## config.mk

```make
export PLATFORM = sky130hd
export DESIGN_NAME = c_comment_stripper_unit_flat
export DESIGN_NICKNAME = d
export VERILOG_FILES = /design/src/sv/ccs_pkg.sv /design/src/sv/ccs_ifs.sv /design/src/sv/ccs_judge.sv /design/src/sv/ccs_out_queue.sv /design/src/sv/c_comment_stripper_unit.sv /design/src/flat_wrapper.sv
export SDC_FILE = /design/constraint.sdc
export NUM_CORES = 1
export LEC_CHECK = 0
export BUFFER_PORTS_ARGS = -buffer_cell sky130_fd_sc_hd__buf_2
export CORE_ASPECT_RATIO = 1.1
export CORE_MARGIN = 1
export CORE_UTILIZATION = 45
export CTS_BUF_LIST = sky130_fd_sc_hd__clkbuf_8
export CTS_CLUSTER_SIZE = 28
export DETAILED_ROUTE_END_ITERATION = 8
export GPL_TIMING_DRIVEN = 0
export RECOVER_POWER = 50
export SLEW_MARGIN = 15
export SYNTH_ARGS = -nofsm -noshare
export SYNTH_HDL_FRONTEND = slang
export SYNTH_HIERARCHICAL = 1
export SYNTH_SLANG_ARGS = --single-unit
```

## constraint.sdc

```tcl
create_clock -name clk -period 3.3 [get_ports clk]
set_clock_uncertainty 0.15 [all_clocks]
set_input_delay 0.66 -clock clk [delete_from_list [all_inputs] [get_ports clk]]
set_output_delay 0.66 -clock clk [all_outputs]
set_load 0.01 [all_outputs]
```

## src/sv/ccs_pkg.sv

```systemverilog
`timescale 1ns / 1ps
// ----------------------------------------------------------------------------
// ccs_pkg
// Shared types and constants of the comment stripper: character codes,
// comment modes, the result word and the push group into the result queue.
// ----------------------------------------------------------------------------
package ccs_pkg;

    localparam logic [7:0] CH_SLASH   = 8'h2F;
    localparam logic [7:0] CH_STAR    = 8'h2A;
    localparam logic [7:0] CH_NEWLINE = 8'h0A;

    // result queue geometry
    localparam int QDEPTH = 4;
    localparam int QPTR_W = $clog2(QDEPTH);
    localparam int QCNT_W = $clog2(QDEPTH + 1);

    typedef enum logic [1:0] {
        MODE_OUT   = 2'd0,
        MODE_LINE  = 2'd1,
        MODE_BLOCK = 2'd2
    } mode_t;

    typedef struct packed {
        logic [7:0] out_byte;
        logic       byte_valid;
        logic       end_of_text;
    } res_word_t;

    // up to two results per input word; p1 is set only together with p0
    typedef struct packed {
        logic      p0;
        res_word_t d0;
        logic      p1;
        res_word_t d1;
    } push_t;

endpackage

```

## src/sv/ccs_ifs.sv

```systemverilog
`timescale 1ns / 1ps
// ----------------------------------------------------------------------------
// ccs_in_if / ccs_out_if
// Valid/ready channels of the comment stripper: raw text words in,
// stripped result words out.
// ----------------------------------------------------------------------------
interface ccs_in_if;
    logic       valid;
    logic       ready;
    logic [7:0] in_byte;
    logic       is_last;

    modport source (output valid, output in_byte, output is_last, input ready);
    modport sink (input valid, input in_byte, input is_last, output ready);
endinterface

interface ccs_out_if;
    logic       valid;
    logic       ready;
    logic [7:0] out_byte;
    logic       byte_valid;
    logic       end_of_text;

    modport source (output valid, output out_byte, output byte_valid,
                    output end_of_text, input ready);
    modport sink (input valid, input out_byte, input byte_valid,
                  input end_of_text, output ready);
endinterface

```

## src/sv/ccs_judge.sv

```systemverilog
`timescale 1ns / 1ps
// ----------------------------------------------------------------------------
// ccs_judge
// Input register plus the per-byte judge: holds one byte back, tracks the
// comment mode and emits up to two result words per input word.
// ----------------------------------------------------------------------------
module ccs_judge (
    input  logic            clk,
    input  logic            rst_n,
    ccs_in_if.sink          in_ch,
    input  logic            room,
    output ccs_pkg::push_t  push
);
    import ccs_pkg::*;

    logic       in_valid_reg, in_valid_next;
    logic [7:0] in_byte_reg;
    logic       in_last_reg;

    logic       held_valid_reg, held_valid_next;
    logic [7:0] held_byte_reg, held_byte_next;
    logic [7:0] before_reg, before_next;
    mode_t      mode_reg, mode_next;

    logic       accept;
    logic       fire;
    mode_t      mode_a;
    mode_t      mode_b;
    logic       keep;

    assign fire        = in_valid_reg && room;
    assign in_ch.ready = !in_valid_reg || room;
    assign accept      = in_ch.valid && in_ch.ready;

    always_comb
    begin
        // open a comment on slash-slash or slash-star
        mode_a = mode_reg;
        if (mode_reg == MODE_OUT && held_byte_reg == CH_SLASH)
        begin
            if (in_byte_reg == CH_SLASH)
                mode_a = MODE_LINE;
            else if (in_byte_reg == CH_STAR)
                mode_a = MODE_BLOCK;
        end
        keep = (mode_a == MODE_OUT) || (held_byte_reg == CH_NEWLINE);

        // close on star-slash or on newline
        mode_b = mode_a;
        if (mode_a == MODE_BLOCK && before_reg == CH_STAR && held_byte_reg == CH_SLASH)
            mode_b = MODE_OUT;
        else if (mode_a == MODE_LINE && held_byte_reg == CH_NEWLINE)
            mode_b = MODE_OUT;
        if (!held_valid_reg)
            mode_b = mode_reg;
    end

    always_comb
    begin
        res_word_t held_res;
        res_word_t last_res;

        held_res.out_byte    = held_byte_reg;
        held_res.byte_valid  = 1'b1;
        held_res.end_of_text = 1'b0;

        last_res.out_byte    = (mode_b == MODE_OUT) ? in_byte_reg : 8'h00;
        last_res.byte_valid  = (mode_b == MODE_OUT);
        last_res.end_of_text = 1'b1;

        push = '0;
        if (fire)
        begin
            if (held_valid_reg && keep)
            begin
                push.p0 = 1'b1;
                push.d0 = held_res;
                if (in_last_reg)
                begin
                    push.p1 = 1'b1;
                    push.d1 = last_res;
                end
            end
            else if (in_last_reg)
            begin
                push.p0 = 1'b1;
                push.d0 = last_res;
            end
        end
    end

    always_comb
    begin
        in_valid_next   = in_valid_reg;
        held_valid_next = held_valid_reg;
        held_byte_next  = held_byte_reg;
        before_next     = before_reg;
        mode_next       = mode_reg;

        if (fire)
        begin
            in_valid_next = 1'b0;
            if (in_last_reg)
            begin
                // text ends: back to the reset state
                held_valid_next = 1'b0;
                before_next     = 8'h00;
                mode_next       = MODE_OUT;
            end
            else
            begin
                held_valid_next = 1'b1;
                held_byte_next  = in_byte_reg;
                mode_next       = mode_b;
                if (held_valid_reg)
                    before_next = held_byte_reg;
            end
        end
        if (accept)
            in_valid_next = 1'b1;
    end

    always_ff @(posedge clk or negedge rst_n)
    begin
        if (!rst_n)
        begin
            in_valid_reg   <= 1'b0;
            held_valid_reg <= 1'b0;
            before_reg     <= 8'h00;
            mode_reg       <= MODE_OUT;
        end
        else
        begin
            in_valid_reg   <= in_valid_next;
            held_valid_reg <= held_valid_next;
            before_reg     <= before_next;
            mode_reg       <= mode_next;
        end
    end

    always_ff @(posedge clk)
    begin
        if (accept)
        begin
            in_byte_reg <= in_ch.in_byte;
            in_last_reg <= in_ch.is_last;
        end
        held_byte_reg <= held_byte_next;
    end

    a_last_clears: assert property (@(posedge clk) disable iff (!rst_n)
        (fire && in_last_reg) |=> (!held_valid_reg && mode_reg == MODE_OUT
                                   && before_reg == 8'h00))
        else $error("state not cleared after last word");

    a_no_held_no_byte: assert property (@(posedge clk) disable iff (!rst_n)
        (!held_valid_reg && push.p0) |-> push.d0.end_of_text)
        else $error("byte result without a held byte");

    a_push_only_on_fire: assert property (@(posedge clk) disable iff (!rst_n)
        push.p0 |-> fire)
        else $error("result pushed without an advancing word");

endmodule

```

## src/sv/ccs_out_queue.sv

```systemverilog
`timescale 1ns / 1ps
// ----------------------------------------------------------------------------
// ccs_out_queue
// Small result queue: takes up to two words a cycle from the judge and
// hands one word a cycle to a ready output channel from a register.
// ----------------------------------------------------------------------------
module ccs_out_queue (
    input  logic            clk,
    input  logic            rst_n,
    input  ccs_pkg::push_t  push,
    output logic            room,
    ccs_out_if.source       out_ch
);
    import ccs_pkg::*;

    res_word_t           entries [QDEPTH];
    logic [QPTR_W-1:0]   wr_ptr_reg, wr_ptr_next;
    logic [QPTR_W-1:0]   rd_ptr_reg, rd_ptr_next;
    logic [QCNT_W-1:0]   count_reg, count_next;
    logic [QPTR_W-1:0]   wr_ptr_inc;
    logic                pop;
    res_word_t           head;

    assign wr_ptr_inc = wr_ptr_reg + QPTR_W'(1);
    assign room       = (count_reg <= QCNT_W'(QDEPTH - 2));
    assign pop        = out_ch.valid && out_ch.ready;
    assign head       = entries[rd_ptr_reg];

    assign out_ch.valid       = (count_reg != '0);
    assign out_ch.out_byte    = head.out_byte;
    assign out_ch.byte_valid  = head.byte_valid;
    assign out_ch.end_of_text = head.end_of_text;

    always_comb
    begin
        wr_ptr_next = wr_ptr_reg + QPTR_W'(push.p0) + QPTR_W'(push.p1);
        rd_ptr_next = rd_ptr_reg + QPTR_W'(pop);
        count_next  = count_reg + QCNT_W'(push.p0) + QCNT_W'(push.p1) - QCNT_W'(pop);
    end

    always_ff @(posedge clk or negedge rst_n)
    begin
        if (!rst_n)
        begin
            wr_ptr_reg <= '0;
            rd_ptr_reg <= '0;
            count_reg  <= '0;
        end
        else
        begin
            wr_ptr_reg <= wr_ptr_next;
            rd_ptr_reg <= rd_ptr_next;
            count_reg  <= count_next;
        end
    end

    always_ff @(posedge clk)
    begin
        if (push.p0)
            entries[wr_ptr_reg] <= push.d0;
        if (push.p1)
            entries[wr_ptr_inc] <= push.d1;
    end

    a_count_bound: assert property (@(posedge clk) disable iff (!rst_n)
        count_reg <= QCNT_W'(QDEPTH))
        else $error("result queue overflow");

    a_push_has_room: assert property (@(posedge clk) disable iff (!rst_n)
        push.p0 |-> count_reg <= QCNT_W'(QDEPTH - 2))
        else $error("push without room for two words");

    a_pair_ordered: assert property (@(posedge clk) disable iff (!rst_n)
        push.p1 |-> (push.p0 && push.d1.end_of_text && !push.d0.end_of_text))
        else $error("second result out of order");

endmodule

```

## src/sv/c_comment_stripper_unit.sv

```systemverilog
`timescale 1ns / 1ps
// ----------------------------------------------------------------------------
// c_comment_stripper_unit
// Removes C and C++ comments from a byte stream, one text byte per word.
// ----------------------------------------------------------------------------
// The unit takes one text byte per cycle on in_ch and returns the kept bytes
// on out_ch; each byte is judged once the next byte has arrived, so a byte
// leaves after its successor is taken. Newlines inside comments are kept.
// The word with is_last set closes the text: it yields a final word with
// end_of_text set, carrying that byte only if no comment is open, and the
// unit then starts afresh. An input word is held in the input
// register, then its results enter a four-word queue whose head drives
// out_ch directly. Input runs at one word per cycle; the output port moves
// one word per cycle while out_ch is ready, so a last word that also
// releases a held byte yields two output words. Input stalls only when
// the queue holds more than two words.
module c_comment_stripper_unit (
    input  logic       clk,
    input  logic       rst_n,
    ccs_in_if.sink     in_ch,
    ccs_out_if.source  out_ch
);
    import ccs_pkg::*;

    push_t push;
    logic  room;

    ccs_judge u_judge (
        .clk   (clk),
        .rst_n (rst_n),
        .in_ch (in_ch),
        .room  (room),
        .push  (push)
    );

    ccs_out_queue u_queue (
        .clk    (clk),
        .rst_n  (rst_n),
        .push   (push),
        .room   (room),
        .out_ch (out_ch)
    );

endmodule
```

## src/flat_wrapper.sv

```systemverilog
// flat-port wrapper written by rule: the top's interface ports become plain ports
module c_comment_stripper_unit_flat import ccs_pkg::*;
  (clk, rst_n, in_ch_valid, in_ch_in_byte, in_ch_is_last, in_ch_ready, out_ch_valid, out_ch_out_byte, out_ch_byte_valid, out_ch_end_of_text, out_ch_ready);
  ccs_in_if in_ch_i ();
  ccs_out_if out_ch_i ();
  input  logic clk;
  input  logic rst_n;
  input wire logic [$bits(in_ch_i.valid)-1:0] in_ch_valid;
  input wire logic [$bits(in_ch_i.in_byte)-1:0] in_ch_in_byte;
  input wire logic [$bits(in_ch_i.is_last)-1:0] in_ch_is_last;
  output wire logic [$bits(in_ch_i.ready)-1:0] in_ch_ready;
  output wire logic [$bits(out_ch_i.valid)-1:0] out_ch_valid;
  output wire logic [$bits(out_ch_i.out_byte)-1:0] out_ch_out_byte;
  output wire logic [$bits(out_ch_i.byte_valid)-1:0] out_ch_byte_valid;
  output wire logic [$bits(out_ch_i.end_of_text)-1:0] out_ch_end_of_text;
  input wire logic [$bits(out_ch_i.ready)-1:0] out_ch_ready;
  assign in_ch_i.valid = in_ch_valid;
  assign in_ch_i.in_byte = in_ch_in_byte;
  assign in_ch_i.is_last = in_ch_is_last;
  assign in_ch_ready = in_ch_i.ready;
  assign out_ch_valid = out_ch_i.valid;
  assign out_ch_out_byte = out_ch_i.out_byte;
  assign out_ch_byte_valid = out_ch_i.byte_valid;
  assign out_ch_end_of_text = out_ch_i.end_of_text;
  assign out_ch_i.ready = out_ch_ready;
  c_comment_stripper_unit u_core (.clk(clk), .rst_n(rst_n), .in_ch(in_ch_i), .out_ch(out_ch_i));
endmodule
```

==> impl_metrics.json <==
{
  "status": "completed",
  "htree_levels": 3,
  "placed_area_sq_um": 4330,
  "cp_cell_sequence": "or4b_4 -> nor4_4 -> a21oi_4 -> o21ai_4 -> inv_1 -> buf_4 -> fa_1 -> fa_1 -> xnor2_1",
  "power.internal_mw": 2.53,
  "initial_core_util_pct": 47.4,
  "synth_nets": 321,
  "dieHeight_microns": 101,
  "maxCapViolCount": 0,
  "synth_edf_count": 57,
  "endpoint_kind": "register",
  "area_growth_pct": 15.4,
  "syn-mean-instance-area_sq_um": 13.4,
  "seqPwrFrac_pct": 41.1,
  "worstPathMaxFanout": 7,
  "fmax_mhz": 311,
  "rsz0062_at_grt": "true",
  "num_vias": 2570,
  "synthTopCellsByCount": "edfxtp_1, mux2_2, o21ai_0",
  "p_sw_share_pct": 35.6,
  "async_reset_ff_share_pct": 25.0,
  "clk_transition_reported_paths_ps": 80,
  "coreArea_sq_um": 8540,
  "ys_types": 53,
  "cts_tree": "built",
  "fin_util_pct": 54.6,
  "ios": 25,
  "dr.pass1.iters": 4,
  "seq_area_sq_um": 2190,
  "startpoint_type": "register",
  "hold_class": "input port to register",
  "dp_hpwl_mm": 5.85,
  "fin_crit_sh_pct": 97.5,
  "routedWlPerCell_microns": 18.0,
  "drt_iter0_markers": 160,
  "critPathMostFrequentCell": "fa_1",
  "numCtsBuffers": 9,
  "peakVddDrop_uv": 455,
  "largest_register_ffs": 40,
  "worstMarginPinSlew_ps": 1080,
  "cts_root_buffer": "clkbuf_8",
  "ant_nets": 0,
  "multi_input_comb_area_sq_um": 1730,
  "yosysWarnings": 6,
  "yosysSeqAreaShare_pct": 54.1,
  "period_minus_slack_ps": 3220,
  "powerDensity_nw_per_um2": 841,
  "switchingPower_mw": 1.40,
  "gr-total-overflow": 0,
  "design_area_sq_um": 4670,
  "drc": 0,
  "die_area_sq_um": 9370,
  "slew_viol_final": 0,
  "antenna_found_initial": 0,
  "cts.sinks": 76,
  "ctsHoldBuffers": 0,
  "numPortBuffers": 24,
  "grt_pass1_wl_mm": 13.6,
  "drt_wl_total_mm": 8.49,
  "die_w_microns": 92.4,
  "gp_congestion": 0.840,
  "grt_pass1_vias": 2536,
  "synthCells": 302,
  "hold_violations": 0,
  "ys_top_cells_by_area": "edfxtp_1, dfrtp_1, mux2_2",
  "slowest_delay_ps": 560,
  "max-slew-margin-rel_pct": 27.7,
  "synth_top_area_cell": "edfxtp_1",
  "p_leak_nw": 1.85,
  "antenna_cells": 0,
  "critPathArrivalTime_ps": 3300,
  "synthFlopType": "edfxtp_1",
  "synth-seq-cells": 76,
  "yosysMostFrequentCell": "edfxtp_1",
  "syn_area_sq_um": 4040,
  "crit_slowest_cell": "or4b_4",
  "grtUsageTotal_pct": 19.6,
  "yosys.area.top_type_share_pct": 42.3,
  "crit_type": "register to register",
  "grt_max_degree": 20,
  "layout-drive-gt1-share_pct": 35.3,
  "pwr-share-clk_pct": 17.0,
  "comb_power_share_pct": 41.9,
  "nFillCells": 738,
  "via_per_inst": 5.46,
  "rows": 35,
  "final-setup-viol-count": 0,
  "top_register": "u_core/u_queue/entries",
  "worstPathRequired_ps": 3390,
  "clk_latency_ps": 340,
  "layout.nets": 374,
  "cts_buffer_depth": 2
}
path summary, 6_finish.rpt:
| kind | slack [ps] | end | depth (start not counted) | startpoint |
|---|---|---|---|---|
| min in group asynchronous | 340 | u_core/u_queue/count_reg[2]$_DFF_PN0_ | 1 | rst_n |
| max in group asynchronous | 2000 | u_core/u_judge/mode_reg[0]$_DFFE_PN0P_ | 1 | rst_n |
| worst max-delay path | 80 | u_core/u_queue/count_reg[2]$_DFF_PN0_ | 9 | u_core/u_judge/held_byte_reg[6]$_DFFE_PP_ |
| worst min-delay path | 330 | u_core/u_judge/in_byte_reg[4]$_DFFE_PP_ | 1 | in_ch_in_byte[4] |
| worst min register to register | 340 | u_core/u_judge/before_reg[2]$_DFFE_PN0P_ | 2 | u_core/u_judge/before_reg[2]$_DFFE_PN0P_ |
| worst max register to register | 80 | u_core/u_queue/count_reg[2]$_DFF_PN0_ | 9 | u_core/u_judge/held_byte_reg[6]$_DFFE_PP_ |
power groups by stage:
stage	registers [mW]	clock network, mW	logic (mW)
after global placement	1.63	0	1.50
after CTS	1.62	0.685	1.62
final	1.61	0.667	1.65
after global routing	1.65	0.716	1.81
after detailed placement	1.64	0	1.55
after floorplan	1.56	0	1.17
cells in the final DEF, fill, tap and decap left out, drive strengths merged, types with 4 or more instances in the layout:
| cell | n |
|---|---|
| o31ai | 7 |
| buf | 40 |
| dfrtp | 19 |
| inv | 18 |
| nand2b | 4 |
| nor3 | 10 |
| a21oi | 8 |
| mux2 | 40 |
| nand2 | 18 |
| edfxtp | 57 |
| nand3b | 4 |
| o21ai | 24 |
| nor2b | 10 |
| clkbuf | 27 |
| nor2 | 14 |
| and2 | 4 |
| mux4 | 10 |
cells by family after synthesis:
group	count (synthesis)	synth area share [%]
AO/OA/AOI/OAI	50	7.67
XOR/XNOR	4	0.866
adder cells (fa/ha/maj)	6	2.41
buffers and inverters	31	4.70
flip-flops	76	54.1
multiplexers	52	18.0
AND/OR/NAND/NOR	83	12.2
final cells by class:
cell class	instances	share of cell area [%]
buffer	15	2.79
inverter	15	1.21
tap	111	2.98
clock buffer	9	2.65
sequential	76	46.9
timing repair buffer	43	5.26
clock inverter	7	1.26
multi-input combinational	195	37.0
metal layers:
layer / track usage, % / vias up / wire length [microns]
met5: 0 / - / 0
met4: 9.25 / 0 / 158
met3: 2.25 / 10 / 328
met2: 33.1 / 67 / 4170
met1: 25.5 / 1259 / 3830
li1: - / 1234 / -
critical path, delay by kind of cell (launching register included):
family	cells	cell delay, ps
flops	1	430
compound gates	2	300
buf+inv	2	300
xor+xnor	1	130
simple gates	2	930
fa+ha+maj	2	850
per-stage QoR:
step	cells	hold WS, ps	TNS (ps)	setup slack, ps	power (mW)
after floorplan	302	214	0	14.3	2.73
after global placement	437	326	-30700	-808	3.14
final	471	335	0	82.8	3.92
after detailed placement	439	333	-21630	-572	3.20
after global routing	471	324	-57.8	-57.8	4.18
after CTS	461	94.7	0	5.64	3.92
repair_timing:
item,4_1_cts,5_1_grt
hold endpoints to repair,0,0
pin swaps,2,2
endpoints found under the setup margin,80,9
gates resized for setup,8,6
setup buffers,7,10
No activity file was read; power rests on OpenSTA's default activity.
